--- src/pig_pkg.sv ---
`timescale 1ns / 1ps
// ----------------------------------------------------------------------------
// pig_pkg
// Shared widths, limits and a helper function for the prime implicant unit.
// ----------------------------------------------------------------------------
package pig_pkg;

  localparam int unsigned MaxVars = 6;
  localparam int unsigned RowW    = 1 << MaxVars;
  localparam int unsigned AddrW   = MaxVars;
  localparam int unsigned BitW    = 3;
  localparam int unsigned CntW    = 7;
  localparam int unsigned MaxOut  = 64;

  typedef logic [RowW-1:0]  row_t;
  typedef logic [AddrW-1:0] addr_t;
  typedef logic [BitW-1:0]  bit_idx_t;
  typedef logic [CntW-1:0]  cnt_t;

  // positions whose index has variable bit b clear
  function automatic row_t low_sel(input bit_idx_t b);
    row_t  r;
    addr_t idx;
    for (int v = 0; v < RowW; v++) begin
      idx  = AddrW'(v);
      r[v] = ~idx[b];
    end
    return r;
  endfunction

endpackage

--- src/pig_lsb_scan.sv ---
`timescale 1ns / 1ps
// ----------------------------------------------------------------------------
// pig_lsb_scan
// Finds the lowest set bit of a row and returns the row with it cleared.
// ----------------------------------------------------------------------------
module pig_lsb_scan (
  input  pig_pkg::row_t  word_i,
  output pig_pkg::addr_t index_o,
  output pig_pkg::row_t  rest_o
);

  always_comb begin
    index_o = '0;
    for (int i = pig_pkg::RowW - 1; i >= 0; i--) begin
      if (word_i[i]) begin
        index_o = pig_pkg::AddrW'(i);
      end
    end
  end

  assign rest_o = word_i & (word_i - pig_pkg::row_t'(1));

endmodule

--- config.mk ---
export PLATFORM = sky130hd
export DESIGN_NAME = pig_lsb_scan
export DESIGN_NICKNAME = d
export VERILOG_FILES = /design/src/pig_pkg.sv /design/src/pig_lsb_scan.sv
export SDC_FILE = /design/constraint.sdc
export NUM_CORES = 1
export LEC_CHECK = 0
export BUFFER_PORTS_ARGS = -buffer_cell sky130_fd_sc_hd__buf_2
export CAP_MARGIN = 20
export CORE_UTILIZATION = 35
export DETAILED_ROUTE_END_ITERATION = 6
export GPL_ROUTABILITY_DRIVEN = 0
export GPL_TIMING_DRIVEN = 0
export PLACE_DENSITY = 0.8
export REMOVE_ABC_BUFFERS = 1
export SYNTH_ARGS = -nofsm -noshare
export SYNTH_HDL_FRONTEND = slang
export SYNTH_SLANG_ARGS = --single-unit
--- constraint.sdc ---
create_clock -name vclk -period 2.8
set_input_delay 0.28 -clock vclk [all_inputs]
set_output_delay 0.28 -clock vclk [all_outputs]
set_load 0.01 [all_outputs]
==> reports/qor.txt <==
final wirelength: 5.92 mm
Synth Area in Simple Gates: 48.2%
pin count of the biggest net entering global routing: 11
Tightest Hold Check Type: input port to output pin
post-synthesis mux area share: 0%
Final WS setup: 0.108 ns
antenna cells: 0
CP most frequent cell: buf_2
Mean Syn Cell Area: 6.45 um^2
Post-Synth Adder-Cell Area: 0%
number of global-route vias before repair: 1890
synthesis-to-finish area growth: 50.1%
dpl ws: -0.217 ns
cell taking the most area after synthesis: o31a_1
CORE AREA: 4140 um^2
Die Wd: 68.9 um
CP arrival: 2.41 ns
period utilization: 96.1%
wl on met1: 2.59 mm
Final nets: 437
WHS: 0.898 ns
Worst VDD drop: 61.0 uV
Post-CTS Hold Buffers: 0
global-route wire length before repair: 8.25 mm
Bufs and invs on worst path: 2
wire length per cell: 14.1 um
CP Max Fanout: 10
Yosys cell types: 49
crit end category: output pin
Pre-Repair DR Iteration Count: 4
largest family of logic cells by synthesized area: simple AND/OR/NAND/NOR gates
Fillers: 407
met2 wire len: 2.92 mm
Reg area: 0 um^2
metal3 WL: 404 um
ranking of synthesized cells by area: o31a_1 (7.8%), o41a_1 (6.5%), nor4_1 (6.4%)
Synth Area in Compound Gates: 46.5%
CP required: 2.52 ns
Rel. slew slack: 54.4%
slowest stage cell, crit path: or4_4
full die area: 4750 um^2
Std-Cell Rows: 23
vias per inst: 5.92
Yosys warnings: 0
post-synth top area share: 7.83%
effective utilization at floorplan: 37.8%
Max Slew Vio Count: 0
Worst path max stage delay: 0.65 ns
All-Layer GR Usage: 21.8%
XOR/XNOR share of the synthesized area: 0%
crit path cell chain: buf_2 > nor2_1 > nand4_4 > or4_4 > or2_1 > o41a_1 > buf_2
Leakage: 0.000985 uW
kind of cell adding the most delay to the critical path: simple AND/OR/NAND/NOR gates
Tightest Pin Transition: 0.666 ns
synthesized area: 1570 um^2
PortBufs: 133
multi-input combinational cell area: 1570 um^2
Highest Signal Layer: met4
Detail Route Antenna Nets: 0
seq_cells: 0
register area share after synthesis: 0%
commonest cells in the netlist: nor2_1 (26), nor4_1 (16)
Crit Path Class: input port to output pin
max-cap viol count: 0
total gr overflow: 0
share of cells above drive strength 1: 43.1%
Cells after Synth: 243
dpl hpwl: 4.74 mm
initial detailed-routing violation count: 185
Final Power: 299 uW
routed via count: 2493
drt drc: 0
Final Hold Viols: 0
Final Critical Period: 2.69 ns
antenna violations before repair: 0
outcome: completed
Worst setup SP type: input port
Max Clk Rate: 0.371 GHz
RSZ-0062 raised after global routing: no
pwr/cell area: 127 nW/um^2
most frequent cell after synthesis: nor2_1
final setup fails: 0
CLK BUF: 0
height of the die: 68.9 um
num ports: 134
## worst min-delay path, cell delays in order
cell    delay (ns)
buf_2         0.11
o21a_1        0.11
buf_2         0.12
## report_power, final
part,switching (uW),internal [uW]
sequential,0,0
combinational,174,125
clock,0,0
total,174,125
## what timing repair did
| item | in CTS | in global routing |
|---|---|---|
| setup endpoints to repair | 15 | 13 |
| cloned | 0 | 0 |
| gates resized for setup | 4 | 8 |
| pin swaps | 1 | 1 |
| buffers inserted | 1 | 1 |
## routing by layer
metal,GRT usage (%),vias to the layer above
met5,0,-
met4,0.765,0
met3,0.493,2
met2,39.8,115
met1,29.7,1126
li1,-,1250
## placed cells by master, fill, tap and decap left out, types with 2 or more instances in the layout
master      n
nor2_1     25
nor2b_1     5
o311ai_0    2
nand2_1    14
nor3_1     13
o21a_1     13
nor4_2      4
and2_1     14
nor4_4      5
buf_4       2
nand4_1     4
o211ai_1    3
o211a_1     3
o21ai_0     9
and3_1      2
o31a_1     14
o41a_2      2
o31ai_1     3
a31oi_1     5
or2_2       3
or4_1       5
o41a_1      9
nand3_1     8
buf_2     133
a21oi_1    12
o31a_2      3
and2_2      2
inv_1      11
nand2b_1    4
nor4_1     10
or3_1       6
a211oi_1    3
o21bai_1    4
## area by class of cell
type,count,area share (%)
inverter,11,1.76
tap,50,2.66
timing repair buffer,135,29.0
multi-input combinational,225,66.6
## kinds of logic after synthesis
family / after synthesis
buffers and inverters: 18
other: 1
AOI/OAI and AO/OA: 93
and+or+nand+nor: 131
## per-stage QoR
stage	util (%)	instances	cell area [um^2]	TNS, ns
after floorplan	-	236	1530	0
after global placement	54.4	419	2260	-1.17
after detailed placement	54.4	419	2260	-1.35
after CTS	55.3	420	2290	0
after global routing	56.7	421	2350	0
final	56.7	421	2350	0
## worst paths after layout
path / start / end / depth (start not counted)
worst min-delay path: word_i[62] / rest_o[62] / 3
worst max-delay path: word_i[7] / rest_o[59] / 7
Power figures use the tool's default switching activity.
