<file path="src/pig_pkg.sv">
`timescale 1ns / 1ps
// ----------------------------------------------------------------------------
// pig_pkg
// Shared widths, limits and a helper function for the prime implicant unit.
// ----------------------------------------------------------------------------
package pig_pkg;

  localparam int unsigned MaxVars = 6;
  localparam int unsigned RowW    = 1 << MaxVars;
  localparam int unsigned AddrW   = MaxVars;
  localparam int unsigned BitW    = 3;
  localparam int unsigned CntW    = 7;
  localparam int unsigned MaxOut  = 64;

  typedef logic [RowW-1:0]  row_t;
  typedef logic [AddrW-1:0] addr_t;
  typedef logic [BitW-1:0]  bit_idx_t;
  typedef logic [CntW-1:0]  cnt_t;

  // positions whose index has variable bit b clear
  function automatic row_t low_sel(input bit_idx_t b);
    row_t  r;
    addr_t idx;
    for (int v = 0; v < RowW; v++) begin
      idx  = AddrW'(v);
      r[v] = ~idx[b];
    end
    return r;
  endfunction

endpackage

</file>
<file path="src/pig_prime_count.sv">
`timescale 1ns / 1ps
// ----------------------------------------------------------------------------
// pig_prime_count
// Two-stage population count of prime rows, saturating just above the limit.
// ----------------------------------------------------------------------------
module pig_prime_count (
  input  logic           clk_i,
  input  logic           rst_ni,
  input  logic           clear_i,
  input  logic           row_valid_i,
  input  pig_pkg::row_t  row_i,
  output pig_pkg::cnt_t  total_o
);

  localparam int unsigned Bytes = pig_pkg::RowW / 8;
  localparam int unsigned Sat   = pig_pkg::MaxOut + 1;

  logic [3:0]        byte_cnt_d [Bytes];
  logic [3:0]        byte_cnt_q [Bytes];
  logic              stage_vld_q;
  pig_pkg::cnt_t     total_q;
  pig_pkg::cnt_t     row_sum;
  logic [pig_pkg::CntW:0] acc;

  always_comb begin
    for (int j = 0; j < Bytes; j++) begin
      byte_cnt_d[j] = '0;
      for (int i = 0; i < 8; i++) begin
        byte_cnt_d[j] = byte_cnt_d[j] + 4'(row_i[j*8+i]);
      end
    end
  end

  always_ff @(posedge clk_i) begin
    for (int j = 0; j < Bytes; j++) begin
      byte_cnt_q[j] <= byte_cnt_d[j];
    end
  end

  always_comb begin
    row_sum = '0;
    for (int j = 0; j < Bytes; j++) begin
      row_sum = row_sum + pig_pkg::CntW'(byte_cnt_q[j]);
    end
    acc = {1'b0, total_q} + {1'b0, row_sum};
  end

  always_ff @(posedge clk_i or negedge rst_ni) begin
    if (!rst_ni) begin
      stage_vld_q <= 1'b0;
      total_q     <= '0;
    end else begin
      stage_vld_q <= row_valid_i & ~clear_i;
      if (clear_i) begin
        total_q <= '0;
      end else if (stage_vld_q) begin
        if (acc > (pig_pkg::CntW+1)'(Sat)) begin
          total_q <= pig_pkg::CntW'(Sat);
        end else begin
          total_q <= acc[pig_pkg::CntW-1:0];
        end
      end
    end
  end

  assign total_o = total_q;

endmodule

</file>
<file path="config.mk">
export PLATFORM = sky130hd
export DESIGN_NAME = pig_prime_count
export DESIGN_NICKNAME = d
export VERILOG_FILES = /design/src/pig_pkg.sv /design/src/pig_prime_count.sv
export SDC_FILE = /design/constraint.sdc
export NUM_CORES = 1
export LEC_CHECK = 0
export ABC_AREA = 1
export BUFFER_PORTS_ARGS = -buffer_cell sky130_fd_sc_hd__buf_2
export CAP_MARGIN = 20
export CORE_ASPECT_RATIO = 0.6
export CORE_MARGIN = 2
export CORE_UTILIZATION = 50
export CTS_CLUSTER_DIAMETER = 60
export DETAILED_ROUTE_END_ITERATION = 6
export PLACE_DENSITY = 0.75
export SLEW_MARGIN = 20
export SYNTH_ARGS = -nofsm -noshare
export SYNTH_HDL_FRONTEND = slang
export SYNTH_SLANG_ARGS = --single-unit
export TNS_END_PERCENT = 20
</file>
<file path="constraint.sdc">
create_clock -name clk_i -period 5.3 [get_ports clk_i]
set_input_delay 1.06 -clock clk_i [delete_from_list [all_inputs] [get_ports clk_i]]
set_output_delay 1.06 -clock clk_i [all_outputs]
set_load 0.05 [all_outputs]
</file>
==> metrics, run 1 <==
mux cell area share after synthesis=0; critical-path cell list=inv_1 -> fa_1 -> inv_1 -> fa_1 -> fa_1 -> inv_1 -> fa_1 -> inv_1 -> ha_1 -> inv_1 -> fa_1 -> nand2_1 -> nor2_4 -> nand3_2 -> nand2_4 -> nand3_2 -> nand2_1 -> nand2_1; Final Setup Violations=0; fin crit period=around 4.0 ns; Final period util=0.762; Multi-input gate area=2090 um2; vias per cell=approximately 4.4; Starting Density=0.513; drt wl/cell=11.5 um; Yosys cell types=20; Num CTS Buffers=5; Max Buffers Root-to-Sink=2; vias in the first global route=~2400; Die Ht=67.8 um; Total Wirelength=5890 um; Buf/Inv on CP=5; Hold Violations, Final=0; worst min-delay path class=register to register; Crit-path slowest cell=fa_1; syn avg cell area=9.81 um2; Slew @ Worst Pin=0.490 ns; initial antenna violation count=0; first-pass GRT wire length=about 10000 um; fill count=approximately 560; placed cell area=3870 um2; clock skew=0.00394 ns; setup TNS=0 ns; status=complete, no violations; clk slew on worst S/H paths=0.06 ns; DR vias=2287; die area=7480 um2; hold endpoint=total_o[6]; R2R setup slack=1.26 ns; Final #Nets=590; Critical Path Start Type=register; Worst Reg-to-Reg Cells=18; largest fanout on the critical path=6; Synth Cell Area=3390 um2; CTS resizes=0; die width=110 um; hold path depth=2; hold buffers post-CTS=0; DP Wirelength=5170 um; synth warn=0; # DRC=0; core area=6620 um2; Reg area=841 um2; Yosys reg bits=40; CTS Root Cell=clkbuf_16; sequential area share after synthesis=0.248; n_diodes=0; Worst-Skew Late Latency=~0.28 ns; largest family of logic cells by synthesized area=adder cells; Port Buffers=74; hold_sp=total_o[6]; Rows=23; Critical Path RT=5.48 ns; nature of the critical path endpoint=register; largest net degree at the start of global routing=13; post-CTS setup buffers=0; CTS sink cnt=40; CTS tree=yes; Slew Viols, Final=0; area share of fa/ha/maj cells after synthesis=0.481; area grow syn2layout=19.4%; post-route ant nets=0; Crit path max-delay family=adder cells; Max-slew headroom=0.672; design area=4050 um2; fmax=roughly 0.25 GHz; Synth Area in Simple Gates=0.111; XOR/XNOR Fraction of Synth Area=0.0206; Crit Reg-Reg Startpoint=total_o[2]; DR iter-0 viols=70; final global-route overflow total=0; Syn Nets=509; RSZ-0062 raised after global routing=no; WS Path Type=register to register; maxcap violations=0; RD Place Congestion=roughly 0.88; CP max stage delay=0.54 ns; share of cells above drive strength 1=0.215; H-tree depth=2; gate count of the mapped netlist=roughly 350; I/O pins=75; Synth Area in Compound Gates=0.00442; Total GRT Usage=0.179; Worst Path Arrival=between 4 and 5 ns; DR pass1 iterations=4; Reg-to-Reg End=total_o[0]
worst min-delay path: stages, from the launching register on:
cell and delay, ns:
dfrtp_1 0.36, nand2_1 0.06, nand2_1 0.06
worst max path at each step:
| stage | endpoint | cells past startpoint | start |
|---|---|---|---|
| after floorplan | total_o[0] | 18 | total_o[2] |
| after global placement | total_o[0] | 18 | total_o[2] |
| after detailed placement | total_o[0] | 18 | total_o[2] |
| after CTS | total_o[0] | 18 | total_o[2] |
| after global routing | total_o[2] | 19 | total_o[2] |
| final | total_o[0] | 18 | total_o[2] |
cells in the mapped netlist:
cell | number | area (um2)
a21oi_1 | 3 | 15.0
clkinv_1 | 1 | 3.75
dfrtp_1 | 8 | 200
dfxtp_1 | 32 | 641
fa_1 | 59 | 1180
ha_1 | 36 | 450
inv_1 | 120 | 450
inv_2 | 1 | 3.75
nand2_1 | 42 | 158
nand2_2 | 4 | 25.0
nand2_4 | 2 | 22.5
nand3_1 | 15 | 75.1
nand3_2 | 3 | 30.0
nand3b_1 | 1 | 7.51
nand4_1 | 4 | 25.0
nor2_1 | 5 | 18.8
nor2_4 | 1 | 11.3
nor3_1 | 1 | 5.00
xnor2_1 | 3 | 26.3
xor2_1 | 5 | 43.8
routing by layer:
layer,track usage,vias to the layer above,share of wire
met5,0,-,0
met4,0.0516,0,0.015
met3,0.0343,10,0.041
met2,0.291,53,0.45
met1,0.249,1074,0.50
li1,-,1150,-
sequential cells by signal, indices dropped and copies added (netlist names):
| signal | cells |
|---|---|
| total_o | 7 |
| byte_cnt_q | 32 |
| stage_vld_q | 1 |
per-stage QoR:
stage / hold WS [ns] / util / instances / worst slack (ns)
floorplan: 0.552 / - / 346 / 1.10
global placement: 0.489 / 0.585 / 507 / 1.38
detailed placement: 0.506 / 0.585 / 507 / 1.29
CTS: 0.520 / 0.612 / 514 / 1.26
global route: 0.543 / 0.612 / 514 / 1.03
finish: 0.510 / 0.612 / 514 / 1.26
layout by cell type (no fill, tap or decap), types with 2 or more instances in the layout:
master     Yosys  final
inv_1        120    120
buf_2          0     74
fa_1          59     59
nand2_1       42     42
ha_1          36     36
dfxtp_1       32     32
nand3_1       15     15
dfrtp_1        8      8
clkbuf_16      0      6
xor2_1         5      5
nor2_1         5      5
nand2_2        4      4
nand4_1        4      4
xnor2_1        3      3
nand3_2        3      3
a21oi_1        3      3
nand2_4        2      2
layout make-up:
type,instances,area share
multi-input combinational,184,0.517
sequential,40,0.207
inverter,122,0.113
timing repair buffer,74,0.0914
clock buffer,6,0.0370
tap,87,0.0269
clock inverter,1,0.00741
cells by family (layout without fill, tap and decap cells):
kind of cell / Yosys count / count (layout)
XOR/XNOR: 8 / 8
buffers and inverters: 122 / 203
AO/OA/AOI/OAI: 3 / 3
adder cells (fa/ha/maj): 95 / 95
flip-flops: 40 / 40
AND/OR/NAND/NOR: 78 / 78
Power of run 1 is not shown: default switching activity piles up to over one toggle a cycle in this logic, so the estimate is an artifact.
==> inputs of run 2 (changes only) <==
==> constraint.sdc (replaced) <==
create_clock -name clk_i -period 3.9 [get_ports clk_i]
set_input_delay 0.78 -clock clk_i [delete_from_list [all_inputs] [get_ports clk_i]]
set_output_delay 0.78 -clock clk_i [all_outputs]
set_load 0.05 [all_outputs]
==> run 2 against run 1 <==
Compared with the run above:
- die area is the same
- routed wire length about the same
- fmax increased by 4.8%
- critical path type unchanged
- final cell count grew 0.19%
- utilization increased by 0.30 points
==> metrics, run 2 (synthesis results as in run 1) <==
commonest non-fill, non-tap cell in the layout=inv_1 (unchanged); fmax=0.259 GHz (was 0.248 GHz); Critical Path Start Type=register (unchanged); DR vias=2256 (was 2287); largest net degree at the start of global routing=15 (was 13); drt wl/cell=11.4 um (was 11.5 um); largest fanout on the critical path=6 (unchanged); worst min-delay path class=primary input to async pin (was register to register); WS Path Type=register to register (unchanged); maxcap violations=0 (unchanged); CP max stage delay=0.61 ns (was 0.54 ns); Critical Path RT=4.11 ns (was 5.48 ns); share of cells above drive strength 1=0.250 (was 0.215); Worst-Skew Late Latency=0.29 ns (was 0.28 ns); RSZ-0062 raised after global routing=yes (was no); DR iter-0 viols=60 (was 70); Worst Path Arrival=4.07 ns (was 4.22 ns); vias in the first global route=2385 (was 2357); max reg flops=32 (unchanged); DR pass1 iterations=4 (unchanged); clock skew=0.00501 ns (was 0.00394 ns); Final period util=0.988 (was 0.762); vias per cell=4.38 (was 4.45); # DRC=0 (unchanged); most frequent cells in the layout=inv_1 (115), buf_2 (74), fa_1 (58), nand2_1 (39), ha_1 (35) (was inv_1 (120), buf_2 (74), fa_1 (59), nand2_1 (42), ha_1 (36)); Port Buffers=74 (unchanged); status=complete, no violations (unchanged); Slew Viols, Final=0 (unchanged); post-CTS setup buffers=0 (unchanged); final global-route overflow total=0 (unchanged); die width=110 um (unchanged); RD Place Congestion=0.899 (was 0.881); core area=6620 um2 (unchanged); Slew @ Worst Pin=0.498 ns (was 0.490 ns); Hold Violations, Final=0 (unchanged); Final Setup Violations=0 (unchanged); Die Ht=67.8 um (unchanged); Max-slew headroom=0.666 (was 0.672); clk slew on worst S/H paths=0.06 ns (about the same); initial antenna violation count=0 (unchanged); Total Wirelength=5890 um (about the same); n_diodes=0 (unchanged); nature of the critical path endpoint=register (unchanged); Max Buffers Root-to-Sink=2 (unchanged); hold slack=0.330 ns (was 0.510 ns); most frequent CP cell=fa_1; CTS sink cnt=40 (unchanged); I/O pins=75 (unchanged); area grow syn2layout=20.0% (was 19.4%); Top reg by flops=byte_cnt_q (unchanged); fin crit period=3.86 ns (was 4.04 ns); critical-path cell list=inv_1 -> fa_1 -> inv_1 -> fa_1 -> fa_1 -> inv_1 -> fa_1 -> fa_2 -> nand2_2 -> nor2_4 -> nand3_2 -> nand2_4 -> nand4_1 -> nand2_1 (was inv_1 -> fa_1 -> inv_1 -> fa_1 -> fa_1 -> inv_1 -> fa_1 -> inv_1 -> ha_1 -> inv_1 -> fa_1 -> nand2_1 -> nor2_4 -> nand3_2 -> nand2_4 -> nand3_2 -> nand2_1 -> nand2_1); post-route ant nets=0 (unchanged); CTS Root Cell=clkbuf_16 (unchanged); Num CTS Buffers=5 (unchanged); fill count=582 (was 561); CTS tree=yes (unchanged); Total GRT Usage=0.184 (was 0.179); Final #Nets=590 (unchanged); Starting Density=0.513 (unchanged); Crit-path slowest cell=fa_2 (was fa_1); H-tree depth=2 (unchanged); die area=7480 um2 (unchanged); first-pass GRT wire length=10200 um (was 10100 um); Rows=23 (unchanged); final core utilization=0.615 (was 0.612); DP Wirelength=5240 um (was 5170 um)
[run 2: changes by cell type in the layout (fill, tap and decap cells not counted), sizes merged]
cell    change
clkbuf      -1
clkinv      +2
[run 2: cell type report]
cell class | count | area [um2] | share of cell area
clock buffers | 5 | 125 | 0.0307
repair buffers | 74 | 370 | 0.0909
multi-input cells | 184 | 2120 | 0.520
clock inverters | 3 | 47.5 | 0.0117
well taps | 87 | 109 | 0.0267
flip-flops and latches | 40 | 846 | 0.208
inverters | 122 | 458 | 0.112
[run 2: what timing repair did]
item                       in CTS  in global routing
gates resized for setup         3                  5
hold buffers                    0                  0
setup endpoints to repair       1                  7
pin swaps                       4                  5
[run 2: layer usage]
metal / track usage / wire length, um / up-vias
li1: - / - / 1146
met4: 0.0547 / 62 / 0
met5: 0 / 0 / -
met1: 0.252 / 2830 / 1054
met3: 0.0390 / 266 / 8
met2: 0.300 / 2740 / 48
[run 2: worst paths after layout]
check	slack, ns	startpoint	cells after the start	end
setup / recovery	0.04	total_o[3]	14	total_o[2]
hold / removal	0.33	rst_ni	1	total_o[5]
setup reg to reg	0.04	total_o[3]	14	total_o[2]
hold reg to reg	0.51	total_o[1]	2	total_o[1]
max in group asynchronous	3.38	rst_ni	1	total_o[2]
min in group clk_i	0.51	total_o[1]	2	total_o[1]
[run 2: through the flow]
stage | setup WS, ns | instances | cell area [um2] | setup TNS, ns
2_1_floorplan | 0.00745 | 346 | 3400 | 0
3_3_place_gp | 0.106 | 507 | 3880 | 0
3_5_place_dp | -0.00805 | 507 | 3880 | -0.00805
4_1_cts | 0.0152 | 515 | 4070 | 0
5_1_grt | -0.117 | 515 | 4070 | -0.561
6_report | 0.0449 | 515 | 4070 | 0
[run 2: critical path: cells and delay by family (launching register included)]
| kind | cells | cell delay (ns) |
|---|---|---|
| fa+ha+maj | 5 | 2.70 |
| flops | 1 | 0.36 |
| buf+inv | 3 | 0.17 |
| simple gates | 6 | 0.55 |
Power of run 2 is left out for the same reason.
